### src/hdl/lcc_pkg.sv
// Shared types and constants for the Luhn card number classifier.
`default_nettype none

package lcc_pkg;

  // Width of the binary card number.
  localparam int unsigned CARD_W         = 54;
  // Decimal digits needed to hold any 54-bit value.
  localparam int unsigned BCD_DIGITS     = 17;
  localparam int unsigned BCD_W          = 4 * BCD_DIGITS;
  // Digit positions that enter the checksum.
  localparam int unsigned DIGIT_COUNT    = 16;
  // Binary bits converted by each double-dabble stage.
  localparam int unsigned BITS_PER_STAGE = 6;
  localparam int unsigned DABBLE_STAGES  = CARD_W / BITS_PER_STAGE;

  // Partial digit sums over groups of four digits.
  localparam int unsigned GROUP_DIGITS   = 4;
  localparam int unsigned GROUP_COUNT    = DIGIT_COUNT / GROUP_DIGITS;
  localparam int unsigned PSUM_W         = 6;
  localparam int unsigned SUM_W          = 8;

  // Decimal digit codes used by the prefix rules.
  localparam logic [3:0] DIG_0 = 4'd0;
  localparam logic [3:0] DIG_1 = 4'd1;
  localparam logic [3:0] DIG_3 = 4'd3;
  localparam logic [3:0] DIG_4 = 4'd4;
  localparam logic [3:0] DIG_5 = 4'd5;
  localparam logic [3:0] DIG_7 = 4'd7;

  // Brand codes on the result channel.
  typedef enum logic [1:0] {
    BRAND_INVALID = 2'd0,
    BRAND_LEAD4   = 2'd1,
    BRAND_LEAD5X  = 2'd2,
    BRAND_LEAD3X  = 2'd3
  } brand_e;

  // Conversion state carried between double-dabble stages.
  typedef struct packed {
    logic [BCD_W-1:0]  bcd;
    logic [CARD_W-1:0] bin;
  } dab_t;

endpackage

`default_nettype wire

### src/hdl/luhn_card_number_classifier_top.sv
// Top level of the Luhn card number classifier pipeline.
//
//   channel | direction | handshake              | payload
//   --------+-----------+------------------------+------------------------------
//   input   | in        | in_valid_i, in_stall_o | card_number_i[53:0]
//   result  | out       | out_valid_o, out_stall_i | brand_o[1:0], checksum_ok_o
//
// One card number can be taken every cycle while the input is not stalled; each gives one result.
// The pipeline has 9 double-dabble stages of 6 bits each plus 3 checksum stages.
// Reset clears all valid bits; payload registers are not reset.
// A stalled result holds its stage; earlier stages keep filling empty slots, so
// the input stalls only once every stage ahead of it holds an item.
`default_nettype none

module luhn_card_number_classifier_top (
  input  wire logic                       clk_i,
  input  wire logic                       rst_ni,
  input  wire logic                       in_valid_i,
  output logic                            in_stall_o,
  input  wire logic [lcc_pkg::CARD_W-1:0] card_number_i,
  output logic                            out_valid_o,
  input  wire logic                       out_stall_i,
  output logic [1:0]                      brand_o,
  output logic                            checksum_ok_o
);

  logic            dab_valid [lcc_pkg::DABBLE_STAGES+1];
  logic            dab_ready [lcc_pkg::DABBLE_STAGES+1];
  lcc_pkg::dab_t   dab_data  [lcc_pkg::DABBLE_STAGES+1];
  lcc_pkg::brand_e brand;

  // Conversion starts with an empty BCD word and the binary number.
  assign dab_valid[0]    = in_valid_i;
  assign dab_data[0].bcd = '0;
  assign dab_data[0].bin = card_number_i;
  assign in_stall_o      = !dab_ready[0];

  // Double-dabble pipeline.
  for (genvar s = 0; s < lcc_pkg::DABBLE_STAGES; s++) begin : g_dab
    lcc_dabble u_dabble (
      .clk_i       (clk_i),
      .rst_ni      (rst_ni),
      .in_valid_i  (dab_valid[s]),
      .in_data_i   (dab_data[s]),
      .in_ready_o  (dab_ready[s]),
      .out_valid_o (dab_valid[s+1]),
      .out_data_o  (dab_data[s+1]),
      .out_ready_i (dab_ready[s+1])
    );
  end

  // Checksum and prefix stages.
  lcc_check u_check (
    .clk_i         (clk_i),
    .rst_ni        (rst_ni),
    .in_valid_i    (dab_valid[lcc_pkg::DABBLE_STAGES]),
    .bcd_i         (dab_data[lcc_pkg::DABBLE_STAGES].bcd),
    .in_ready_o    (dab_ready[lcc_pkg::DABBLE_STAGES]),
    .out_valid_o   (out_valid_o),
    .brand_o       (brand),
    .checksum_ok_o (checksum_ok_o),
    .out_stall_i   (out_stall_i)
  );

  assign brand_o = brand;

endmodule

`default_nettype wire

### src/hdl/lcc_dabble.sv
// One pipeline stage of the binary to BCD converter (several shift-add-3 steps).
`default_nettype none

module lcc_dabble (
  input  wire logic          clk_i,
  input  wire logic          rst_ni,
  input  wire logic          in_valid_i,
  input  wire lcc_pkg::dab_t in_data_i,
  output logic               in_ready_o,
  output logic               out_valid_o,
  output lcc_pkg::dab_t      out_data_o,
  input  wire logic          out_ready_i
);

  logic          valid_q;
  lcc_pkg::dab_t data_d;
  lcc_pkg::dab_t data_q;

  // Stage takes a new transfer when empty or when its content moves on.
  assign in_ready_o  = !valid_q || out_ready_i;
  assign out_valid_o = valid_q;
  assign out_data_o  = data_q;

  // Shift-add-3 steps: adjust every digit of five or more, then shift one bit in.
  always_comb begin
    data_d = in_data_i;
    for (int it = 0; it < lcc_pkg::BITS_PER_STAGE; it++) begin
      for (int dg = 0; dg < lcc_pkg::BCD_DIGITS; dg++) begin
        if (data_d.bcd[dg*4 +: 4] >= 4'd5) begin
          data_d.bcd[dg*4 +: 4] = data_d.bcd[dg*4 +: 4] + 4'd3;
        end
      end
      {data_d.bcd, data_d.bin} = {data_d.bcd[lcc_pkg::BCD_W-2:0], data_d.bin, 1'b0};
    end
  end

  // Valid bit of the stage.
  always_ff @(posedge clk_i or negedge rst_ni) begin
    if (!rst_ni) begin
      valid_q <= 1'b0;
    end else if (in_ready_o) begin
      valid_q <= in_valid_i;
    end
  end

  // Payload register.
  always_ff @(posedge clk_i) begin
    if (in_ready_o) begin
      data_q <= data_d;
    end
  end

endmodule

`default_nettype wire

### src/hdl/lcc_check.sv
// Luhn digit sum, modulo-10 test and brand prefix decode over three stages.
`default_nettype none

module lcc_check (
  input  wire logic                       clk_i,
  input  wire logic                       rst_ni,
  input  wire logic                       in_valid_i,
  input  wire logic [lcc_pkg::BCD_W-1:0]  bcd_i,
  output logic                            in_ready_o,
  output logic                            out_valid_o,
  output lcc_pkg::brand_e                 brand_o,
  output logic                            checksum_ok_o,
  input  wire logic                       out_stall_i
);

  // Value a digit adds to the Luhn sum; doubled digits fold back above nine.
  function automatic logic [3:0] luhn_val(input logic [3:0] dig, input logic dbl);
    logic [4:0] two;
    two = {dig, 1'b0};
    if (!dbl) begin
      luhn_val = dig;
    end else if (two > 5'd9) begin
      luhn_val = 4'(two - 5'd9);
    end else begin
      luhn_val = two[3:0];
    end
  endfunction

  // Remainder by ten for a sum below 160, by conditional subtraction.
  function automatic logic [3:0] mod10(input logic [lcc_pkg::SUM_W-1:0] val);
    logic [lcc_pkg::SUM_W-1:0] r;
    r = val;
    if (r >= 8'd80) r = r - 8'd80;
    if (r >= 8'd40) r = r - 8'd40;
    if (r >= 8'd20) r = r - 8'd20;
    if (r >= 8'd10) r = r - 8'd10;
    mod10 = r[3:0];
  endfunction

  logic [3:0]                  dig [lcc_pkg::BCD_DIGITS];
  logic [lcc_pkg::PSUM_W-1:0]  psum_d [lcc_pkg::GROUP_COUNT];
  lcc_pkg::brand_e             brand1_d;

  logic                        v1_q;
  logic [lcc_pkg::PSUM_W-1:0]  psum_q [lcc_pkg::GROUP_COUNT];
  lcc_pkg::brand_e             brand1_q;
  logic                        v2_q;
  logic [lcc_pkg::SUM_W-1:0]   sum_d;
  logic [lcc_pkg::SUM_W-1:0]   sum_q;
  lcc_pkg::brand_e             brand2_q;
  logic                        v3_q;
  lcc_pkg::brand_e             brand3_q;
  logic                        ok3_q;

  logic                        ready1;
  logic                        ready2;
  logic                        ready3;

  // Ready chain lets a stalled result keep its place while bubbles fill.
  assign ready3     = !v3_q || !out_stall_i;
  assign ready2     = !v2_q || ready3;
  assign ready1     = !v1_q || ready2;
  assign in_ready_o = ready1;

  // Split the BCD word into digits.
  always_comb begin
    for (int i = 0; i < lcc_pkg::BCD_DIGITS; i++) begin
      dig[i] = bcd_i[i*4 +: 4];
    end
  end

  // Stage one: partial Luhn sums over four-digit groups.
  always_comb begin
    for (int g = 0; g < lcc_pkg::GROUP_COUNT; g++) begin
      psum_d[g] = '0;
      for (int k = 0; k < lcc_pkg::GROUP_DIGITS; k++) begin
        psum_d[g] = psum_d[g] +
          lcc_pkg::PSUM_W'(luhn_val(dig[g*lcc_pkg::GROUP_DIGITS + k], k[0]));
      end
    end
  end

  // Stage one: prefix rules in priority order, on the leading decimal digits.
  always_comb begin
    brand1_d = lcc_pkg::BRAND_INVALID;
    if ((dig[16] == lcc_pkg::DIG_0 && dig[15] == lcc_pkg::DIG_0 &&
         dig[14] == lcc_pkg::DIG_0 && dig[13] == lcc_pkg::DIG_0 &&
         dig[12] == lcc_pkg::DIG_4) ||
        (dig[16] == lcc_pkg::DIG_0 && dig[15] == lcc_pkg::DIG_4)) begin
      brand1_d = lcc_pkg::BRAND_LEAD4;
    end else if (dig[16] == lcc_pkg::DIG_0 && dig[15] == lcc_pkg::DIG_5 &&
                 dig[14] >= lcc_pkg::DIG_1 && dig[14] <= lcc_pkg::DIG_5) begin
      brand1_d = lcc_pkg::BRAND_LEAD5X;
    end else if (dig[16] == lcc_pkg::DIG_0 && dig[15] == lcc_pkg::DIG_0 &&
                 dig[14] == lcc_pkg::DIG_3 &&
                 (dig[13] == lcc_pkg::DIG_4 || dig[13] == lcc_pkg::DIG_7)) begin
      brand1_d = lcc_pkg::BRAND_LEAD3X;
    end
  end

  // Stage two: total of the partial sums.
  always_comb begin
    sum_d = '0;
    for (int g = 0; g < lcc_pkg::GROUP_COUNT; g++) begin
      sum_d = sum_d + lcc_pkg::SUM_W'(psum_q[g]);
    end
  end

  // Valid bits of the three stages.
  always_ff @(posedge clk_i or negedge rst_ni) begin
    if (!rst_ni) begin
      v1_q <= 1'b0;
      v2_q <= 1'b0;
      v3_q <= 1'b0;
    end else begin
      if (ready1) v1_q <= in_valid_i;
      if (ready2) v2_q <= v1_q;
      if (ready3) v3_q <= v2_q;
    end
  end

  // Payload registers; stage three gates the brand with the checksum.
  always_ff @(posedge clk_i) begin
    if (ready1) begin
      psum_q   <= psum_d;
      brand1_q <= brand1_d;
    end
    if (ready2) begin
      sum_q    <= sum_d;
      brand2_q <= brand1_q;
    end
    if (ready3) begin
      ok3_q    <= (mod10(sum_q) == 4'd0);
      brand3_q <= (mod10(sum_q) == 4'd0) ? brand2_q : lcc_pkg::BRAND_INVALID;
    end
  end

  assign out_valid_o   = v3_q;
  assign brand_o       = brand3_q;
  assign checksum_ok_o = ok3_q;

endmodule

`default_nettype wire

### config.mk
export PLATFORM = sky130hd
export DESIGN_NAME = luhn_card_number_classifier_top
export DESIGN_NICKNAME = d
export VERILOG_FILES = /design/src/hdl/lcc_pkg.sv /design/src/hdl/luhn_card_number_classifier_top.sv /design/src/hdl/lcc_dabble.sv /design/src/hdl/lcc_check.sv
export SDC_FILE = /design/constraint.sdc
export NUM_CORES = 2
export LEC_CHECK = 0
export BUFFER_PORTS_ARGS = -buffer_cell sky130_fd_sc_hd__buf_2
export CAP_MARGIN = 20
export CORE_MARGIN = 2
export CORE_UTILIZATION = 40
export CTS_CLUSTER_DIAMETER = 120
export DETAILED_ROUTE_END_ITERATION = 16
export GPL_TIMING_DRIVEN = 0
export PLACE_DENSITY = 0.66
export SKIP_LAST_GASP = 1
export SLEW_MARGIN = 20
export SYNTH_ARGS = -nofsm -noshare
export SYNTH_HDL_FRONTEND = slang
export SYNTH_SLANG_ARGS = --single-unit
### constraint.sdc
create_clock -name clk_i -period 8.4 [get_ports clk_i]
set_clock_uncertainty 0.05 [all_clocks]
set_input_delay 0.84 -clock clk_i [delete_from_list [all_inputs] [get_ports clk_i]]
set_output_delay 0.84 -clock clk_i [all_outputs]
set_load 0.02 [all_outputs]
==> report_table.html <==
<table>
<tr><th>Metric</th><th>Value</th></tr>
<tr><th colspan="2">Floorplanning</th></tr>
<tr><td>Cell Rows</td><td>159</td></tr>
<tr><td>Die area</td><td>192000 um^2</td></tr>
<tr><td>Die Span Y</td><td>438 um</td></tr>
<tr><td>Area of the placeable core</td><td>187000 um^2</td></tr>
<tr><td>I/O pins</td><td>63</td></tr>
<tr><td>Starting utilization of the core area</td><td>40.1%</td></tr>
<tr><td>Horizontal die dimension</td><td>438 um</td></tr>
<tr><th colspan="2">Setup path</th></tr>
<tr><td>Setup slack, reg-to-reg</td><td>2320 ps</td></tr>
<tr><td>R2R depth</td><td>23</td></tr>
<tr><td>Required arrival time at the worst endpoint</td><td>7510 ps</td></tr>
<tr><td>CP max-delay cell</td><td>sky130_fd_sc_hd__nor2_1</td></tr>
<tr><td>Maximum fanout encountered on the critical timing path</td><td>41</td></tr>
<tr><td>Critical register-to-register path startpoint</td><td>g_dab[6].u_dabble.out_data_o[62]</td></tr>
<tr><td>Worst flop-to-flop path endpoint</td><td>g_dab[7].u_dabble.out_data_o[70]</td></tr>
<tr><td>Worst path max stage delay</td><td>800 ps</td></tr>
<tr><td>Critical path endpoint category</td><td>primary output</td></tr>
<tr><td>Cell chain of the critical path</td><td>nand3_1 -&gt; nor2_1 -&gt; nand3_4 -&gt; nor2_1 -&gt; nand3_4 -&gt; inv_1 -&gt; nand3_4 -&gt; buf_16 -&gt; inv_1 -&gt; buf_2</td></tr>
<tr><td>Critical path startpoint category</td><td>register</td></tr>
<tr><td>Most frequent cell on the critical path</td><td>sky130_fd_sc_hd__nand3_4</td></tr>
<tr><td>Arrival time of data at the critical path endpoint</td><td>5480 ps</td></tr>
<tr><td>Category of the most critical setup path</td><td>register to primary output</td></tr>
<tr><th colspan="2">STA</th></tr>
<tr><td>Part of the cycle the worst path needs</td><td>75.8%</td></tr>
<tr><td>Final setup violation count</td><td>0</td></tr>
<tr><td>Total negative slack for setup checks</td><td>0 ps</td></tr>
<tr><td>Maximum clock rate</td><td>157 MHz</td></tr>
<tr><td>Number of hold violations in the final report</td><td>0</td></tr>
<tr><td>Number of pins with negative max-slew slack in the final report</td><td>0</td></tr>
<tr><td>Slew at the pin closest to its max-slew limit</td><td>1080 ps</td></tr>
<tr><td>Worst-case headroom to the max-slew limit</td><td>26.8%</td></tr>
<tr><td>Post-layout minimum cycle time</td><td>6370 ps</td></tr>
<tr><td>RSZ-0062 raised after global routing</td><td>false</td></tr>
<tr><th colspan="2">Drt</th></tr>
<tr><td>Post-detailed-route via-to-cell ratio</td><td>5.74</td></tr>
<tr><td>Number of antenna-violating nets in the routed design</td><td>0</td></tr>
<tr><td>First-pass iteration count of the detailed router</td><td>7</td></tr>
<tr><td>Via count</td><td>69.7k</td></tr>
<tr><td>WL per Instance</td><td>13.6 um</td></tr>
<tr><td>Total Wirelength</td><td>164 mm</td></tr>
<tr><td>Residual DRC</td><td>0</td></tr>
<tr><td>Starting DRT DRC Count</td><td>3981</td></tr>
<tr><th colspan="2">Global route</th></tr>
<tr><td>Global-route usage over all layers</td><td>16.5%</td></tr>
<tr><td>Vias in the first global route</td><td>64.9k</td></tr>
<tr><td>Global-route congestion overflow total</td><td>0</td></tr>
<tr><td>Pin count of the biggest net entering global routing</td><td>52</td></tr>
<tr><td>Antenna violations before repair</td><td>1</td></tr>
<tr><td>Wire length of the first global-routing pass</td><td>284 mm</td></tr>
<tr><th colspan="2">Run status</th></tr>
<tr><td>Result of the run</td><td>completed</td></tr>
<tr><th colspan="2">Logic synthesis</th></tr>
<tr><td>Proportion of synthesized chip area in sequential cells</td><td>24.5%</td></tr>
<tr><td>Area fraction of the dominant cell type after synthesis</td><td>24.1%</td></tr>
<tr><td>Average cell area after synthesis</td><td>8.00 um^2</td></tr>
<tr><td>Number of enable flip-flop cells after synthesis</td><td>603</td></tr>
<tr><td>Top FF cell, synth</td><td>sky130_fd_sc_hd__edfxtp_1</td></tr>
<tr><td>Post-synth cell types</td><td>133</td></tr>
<tr><td>Main area contributors after synthesis</td><td>sky130_fd_sc_hd__edfxtp_1 (24%), sky130_fd_sc_hd__ha_1 (7.8%), sky130_fd_sc_hd__o21ai_0 (4.9%)</td></tr>
<tr><td>Synthesis Warnings</td><td>0</td></tr>
<tr><td>Register bit total from synthesis</td><td>615</td></tr>
<tr><td>Biggest area consumer among synthesized cells</td><td>sky130_fd_sc_hd__edfxtp_1</td></tr>
<tr><td>Syn nets</td><td>9964</td></tr>
<tr><td>Netlist area before placement</td><td>75200 um^2</td></tr>
<tr><td>Number of instances in the synthesized netlist</td><td>9404</td></tr>
<tr><td>Ys async rst share</td><td>1.95%</td></tr>
<tr><th colspan="2">Placement</th></tr>
<tr><td>Number of buffer cells added on primary ports</td><td>62</td></tr>
<tr><td>Placed Cells incl. Taps</td><td>12.0k</td></tr>
<tr><td>Placer's final routability congestion estimate</td><td>0.858</td></tr>
<tr><td>Detailed placer's ending HPWL</td><td>126 mm</td></tr>
<tr><th colspan="2">Worst hold path</th></tr>
<tr><td>Worst Hold Depth</td><td>1</td></tr>
<tr><td>Hold EP</td><td>g_dab[0].u_dabble.out_data_o[45]</td></tr>
<tr><td>Hold WC Path Type</td><td>input port to register</td></tr>
<tr><td>Hold Crit Start</td><td>card_number_i[39]</td></tr>
<tr><th colspan="2">Final layout</th></tr>
<tr><td>Sequential cell area</td><td>18400 um^2</td></tr>
<tr><td>Fraction of layout cells with a size suffix above 1</td><td>7.85%</td></tr>
<tr><td># nets final</td><td>10.1k</td></tr>
<tr><td>Area Overhead vs Synth</td><td>8.90%</td></tr>
<tr><td>Area occupied by multi-input gates</td><td>53500 um^2</td></tr>
<tr><td>Fill count</td><td>18.3k</td></tr>
<tr><td>Non-filler cells in the finished layout</td><td>12.1k</td></tr>
<tr><th colspan="2">Clocking</th></tr>
<tr><td>CTS H-tree depth</td><td>3</td></tr>
<tr><td>TritonCTS clock tree</td><td>built</td></tr>
<tr><td>Root buffer selected by CTS</td><td>sky130_fd_sc_hd__clkbuf_16</td></tr>
<tr><td>Post-CTS Setup Inserts</td><td>0</td></tr>
<tr><td>CTS Sinks</td><td>615</td></tr>
<tr><td>Clock transition at the register clock pins on the worst setup and hold paths after CTS</td><td>60 ps</td></tr>
<tr><td>Clk_lat worst skew</td><td>720 ps</td></tr>
<tr><td>Number of buffers on the longest clock path</td><td>3</td></tr>
<tr><td>Number of CTS-inserted buffers</td><td>83</td></tr>
<tr><th colspan="2">Job</th></tr>
<tr><td># Max-Cap Violations</td><td>0</td></tr>
</table>
==> area by class of cell <==
class                           instances  area share, %
Clock buffer                           89           2.61
Antenna cell                            1        0.00305
Tap cell                             2495           3.81
Clock inverter                         64          0.951
Buffer                                205           1.00
Sequential cell                       615           22.5
Timing Repair Buffer                   75          0.709
Inverter                              698           3.20
Multi-Input combinational cell       7886           65.2
==> how the worst max path moves through the flow <==
stage / to / cells past startpoint / startpoint
2_1_floorplan: in_stall_o / 8 / out_stall_i
6_report: in_stall_o / 10 / u_check.out_valid_o
5_1_grt: in_stall_o / 10 / u_check.out_valid_o
3_3_place_gp: in_stall_o / 10 / out_stall_i
3_5_place_dp: in_stall_o / 11 / out_stall_i
4_1_cts: in_stall_o / 10 / u_check.out_valid_o
==> registers in the layout (all words and copies together), names as in the netlist <==
name,flops
g_dab.u_dabble.out_data_o,564
u_check.brand1_q,2
u_check.checksum_ok_o,1
u_check.v2_q,1
u_check.psum_q,24
u_check.sum_q,8
u_check.v1_q,1
u_check.brand_o,2
g_dab.u_dabble.out_valid_o,9
u_check.out_valid_o,1
u_check.brand2_q,2
==> metal layers <==
layer  global-route usage [%]  wire length, um  vias up
met5                        0                0        -
met1                     20.1            75000    32600
met2                     30.6            81000      998
met3                     2.05             5070      183
li1                         -                -    35900
met4                     4.22             3430        0
==> critical path: cells and delay by family, from the launching register on <==
family | cells | cell delay [ps]
buffers and inverters | 4 | 920
AND/OR/NAND/NOR | 6 | 3370
flip-flops | 1 | 380
==> kinds of logic after synthesis <==
| logic type | share of synthesized area [%] |
|---|---|
| xor+xnor | 3.85 |
| fa+ha+maj | 8.96 |
| buf+inv | 4.57 |
| simple gates | 20.1 |
| flops | 24.5 |
| mux | 6.36 |
| compound gates | 31.7 |
==> synthesized netlist by cell type (48+ instances only) <==
| library cell | n |
|---|---|
| sky130_fd_sc_hd__inv_1 | 692 |
| sky130_fd_sc_hd__o22ai_1 | 115 |
| sky130_fd_sc_hd__a211o_1 | 101 |
| sky130_fd_sc_hd__or2_2 | 135 |
| sky130_fd_sc_hd__mux2i_1 | 272 |
| sky130_fd_sc_hd__o21ai_1 | 88 |
| sky130_fd_sc_hd__a21o_1 | 155 |
| sky130_fd_sc_hd__o31ai_1 | 58 |
| sky130_fd_sc_hd__edfxtp_1 | 603 |
| sky130_fd_sc_hd__xnor2_1 | 217 |
| sky130_fd_sc_hd__nand2_1 | 875 |
| sky130_fd_sc_hd__a21oi_1 | 623 |
| sky130_fd_sc_hd__nor2b_1 | 142 |
| sky130_fd_sc_hd__nor3_1 | 220 |
| sky130_fd_sc_hd__xor2_1 | 78 |
| sky130_fd_sc_hd__o211ai_1 | 131 |
| sky130_fd_sc_hd__and3_1 | 79 |
| sky130_fd_sc_hd__a211oi_1 | 239 |
| sky130_fd_sc_hd__o21a_1 | 193 |
| sky130_fd_sc_hd__a22oi_1 | 48 |
| sky130_fd_sc_hd__and2_1 | 126 |
| sky130_fd_sc_hd__nor2_1 | 766 |
| sky130_fd_sc_hd__or3_1 | 104 |
| sky130_fd_sc_hd__o211a_1 | 51 |
| sky130_fd_sc_hd__mux2_2 | 167 |
| sky130_fd_sc_hd__nand3_1 | 236 |
| sky130_fd_sc_hd__a21boi_0 | 61 |
| sky130_fd_sc_hd__clkbuf_1 | 169 |
| sky130_fd_sc_hd__a31oi_1 | 126 |
| sky130_fd_sc_hd__nand2b_1 | 235 |
| sky130_fd_sc_hd__o21ai_0 | 744 |
| sky130_fd_sc_hd__o21bai_1 | 76 |
| sky130_fd_sc_hd__ha_1 | 470 |
==> per-stage QoR <==
step / util [%] / hold WS (ps) / instance area [um^2] / worst slack [ps]
finish: 43.7 / 247 / 81900 / 2030
global route: 43.7 / 192 / 81900 / 1590
CTS: 43.7 / 167 / 81900 / 1800
detailed placement: 42.2 / 355 / 79000 / 2040
global placement: 42.0 / 353 / 78700 / -5400
floorplan: - / 350 / 75200 / 48.7
==> placed cells by master, fill, tap and decap left out, types with 51 or more instances in the layout <==
cell type and count:
sky130_fd_sc_hd__and3_1 79, sky130_fd_sc_hd__and2_1 126, sky130_fd_sc_hd__or3_1 104, sky130_fd_sc_hd__o21ai_1 88, sky130_fd_sc_hd__o211ai_1 131, sky130_fd_sc_hd__a211o_1 101, sky130_fd_sc_hd__o21a_1 193, sky130_fd_sc_hd__nor2b_1 142
sky130_fd_sc_hd__a211oi_1 239, sky130_fd_sc_hd__mux2_2 167, sky130_fd_sc_hd__inv_1 690, sky130_fd_sc_hd__edfxtp_1 603, sky130_fd_sc_hd__clkbuf_16 85, sky130_fd_sc_hd__o31ai_1 58, sky130_fd_sc_hd__ha_1 470, sky130_fd_sc_hd__a21oi_1 623
sky130_fd_sc_hd__clkbuf_1 173, sky130_fd_sc_hd__xnor2_1 217, sky130_fd_sc_hd__a31oi_1 126, sky130_fd_sc_hd__or2_2 134, sky130_fd_sc_hd__o21ai_0 744, sky130_fd_sc_hd__o21bai_1 76, sky130_fd_sc_hd__a21o_1 155, sky130_fd_sc_hd__nand2b_1 235
sky130_fd_sc_hd__a21boi_0 61, sky130_fd_sc_hd__nand3_1 233, sky130_fd_sc_hd__o211a_1 51, sky130_fd_sc_hd__nand2_1 872, sky130_fd_sc_hd__nor2_1 766, sky130_fd_sc_hd__xor2_1 78, sky130_fd_sc_hd__nor3_1 220, sky130_fd_sc_hd__o22ai_1 115
sky130_fd_sc_hd__buf_2 92, sky130_fd_sc_hd__mux2i_1 272
==> what timing repair did <==
action | CTS | global route
resized for setup | 0 | 0
endpoints found under the hold margin | 12 | 0
setup endpoints to repair | 0 | 0
hold buffers | 1 | 0
Power is not shown: default switching activity piles up to over one toggle a cycle in this logic, so the estimate is an artifact.
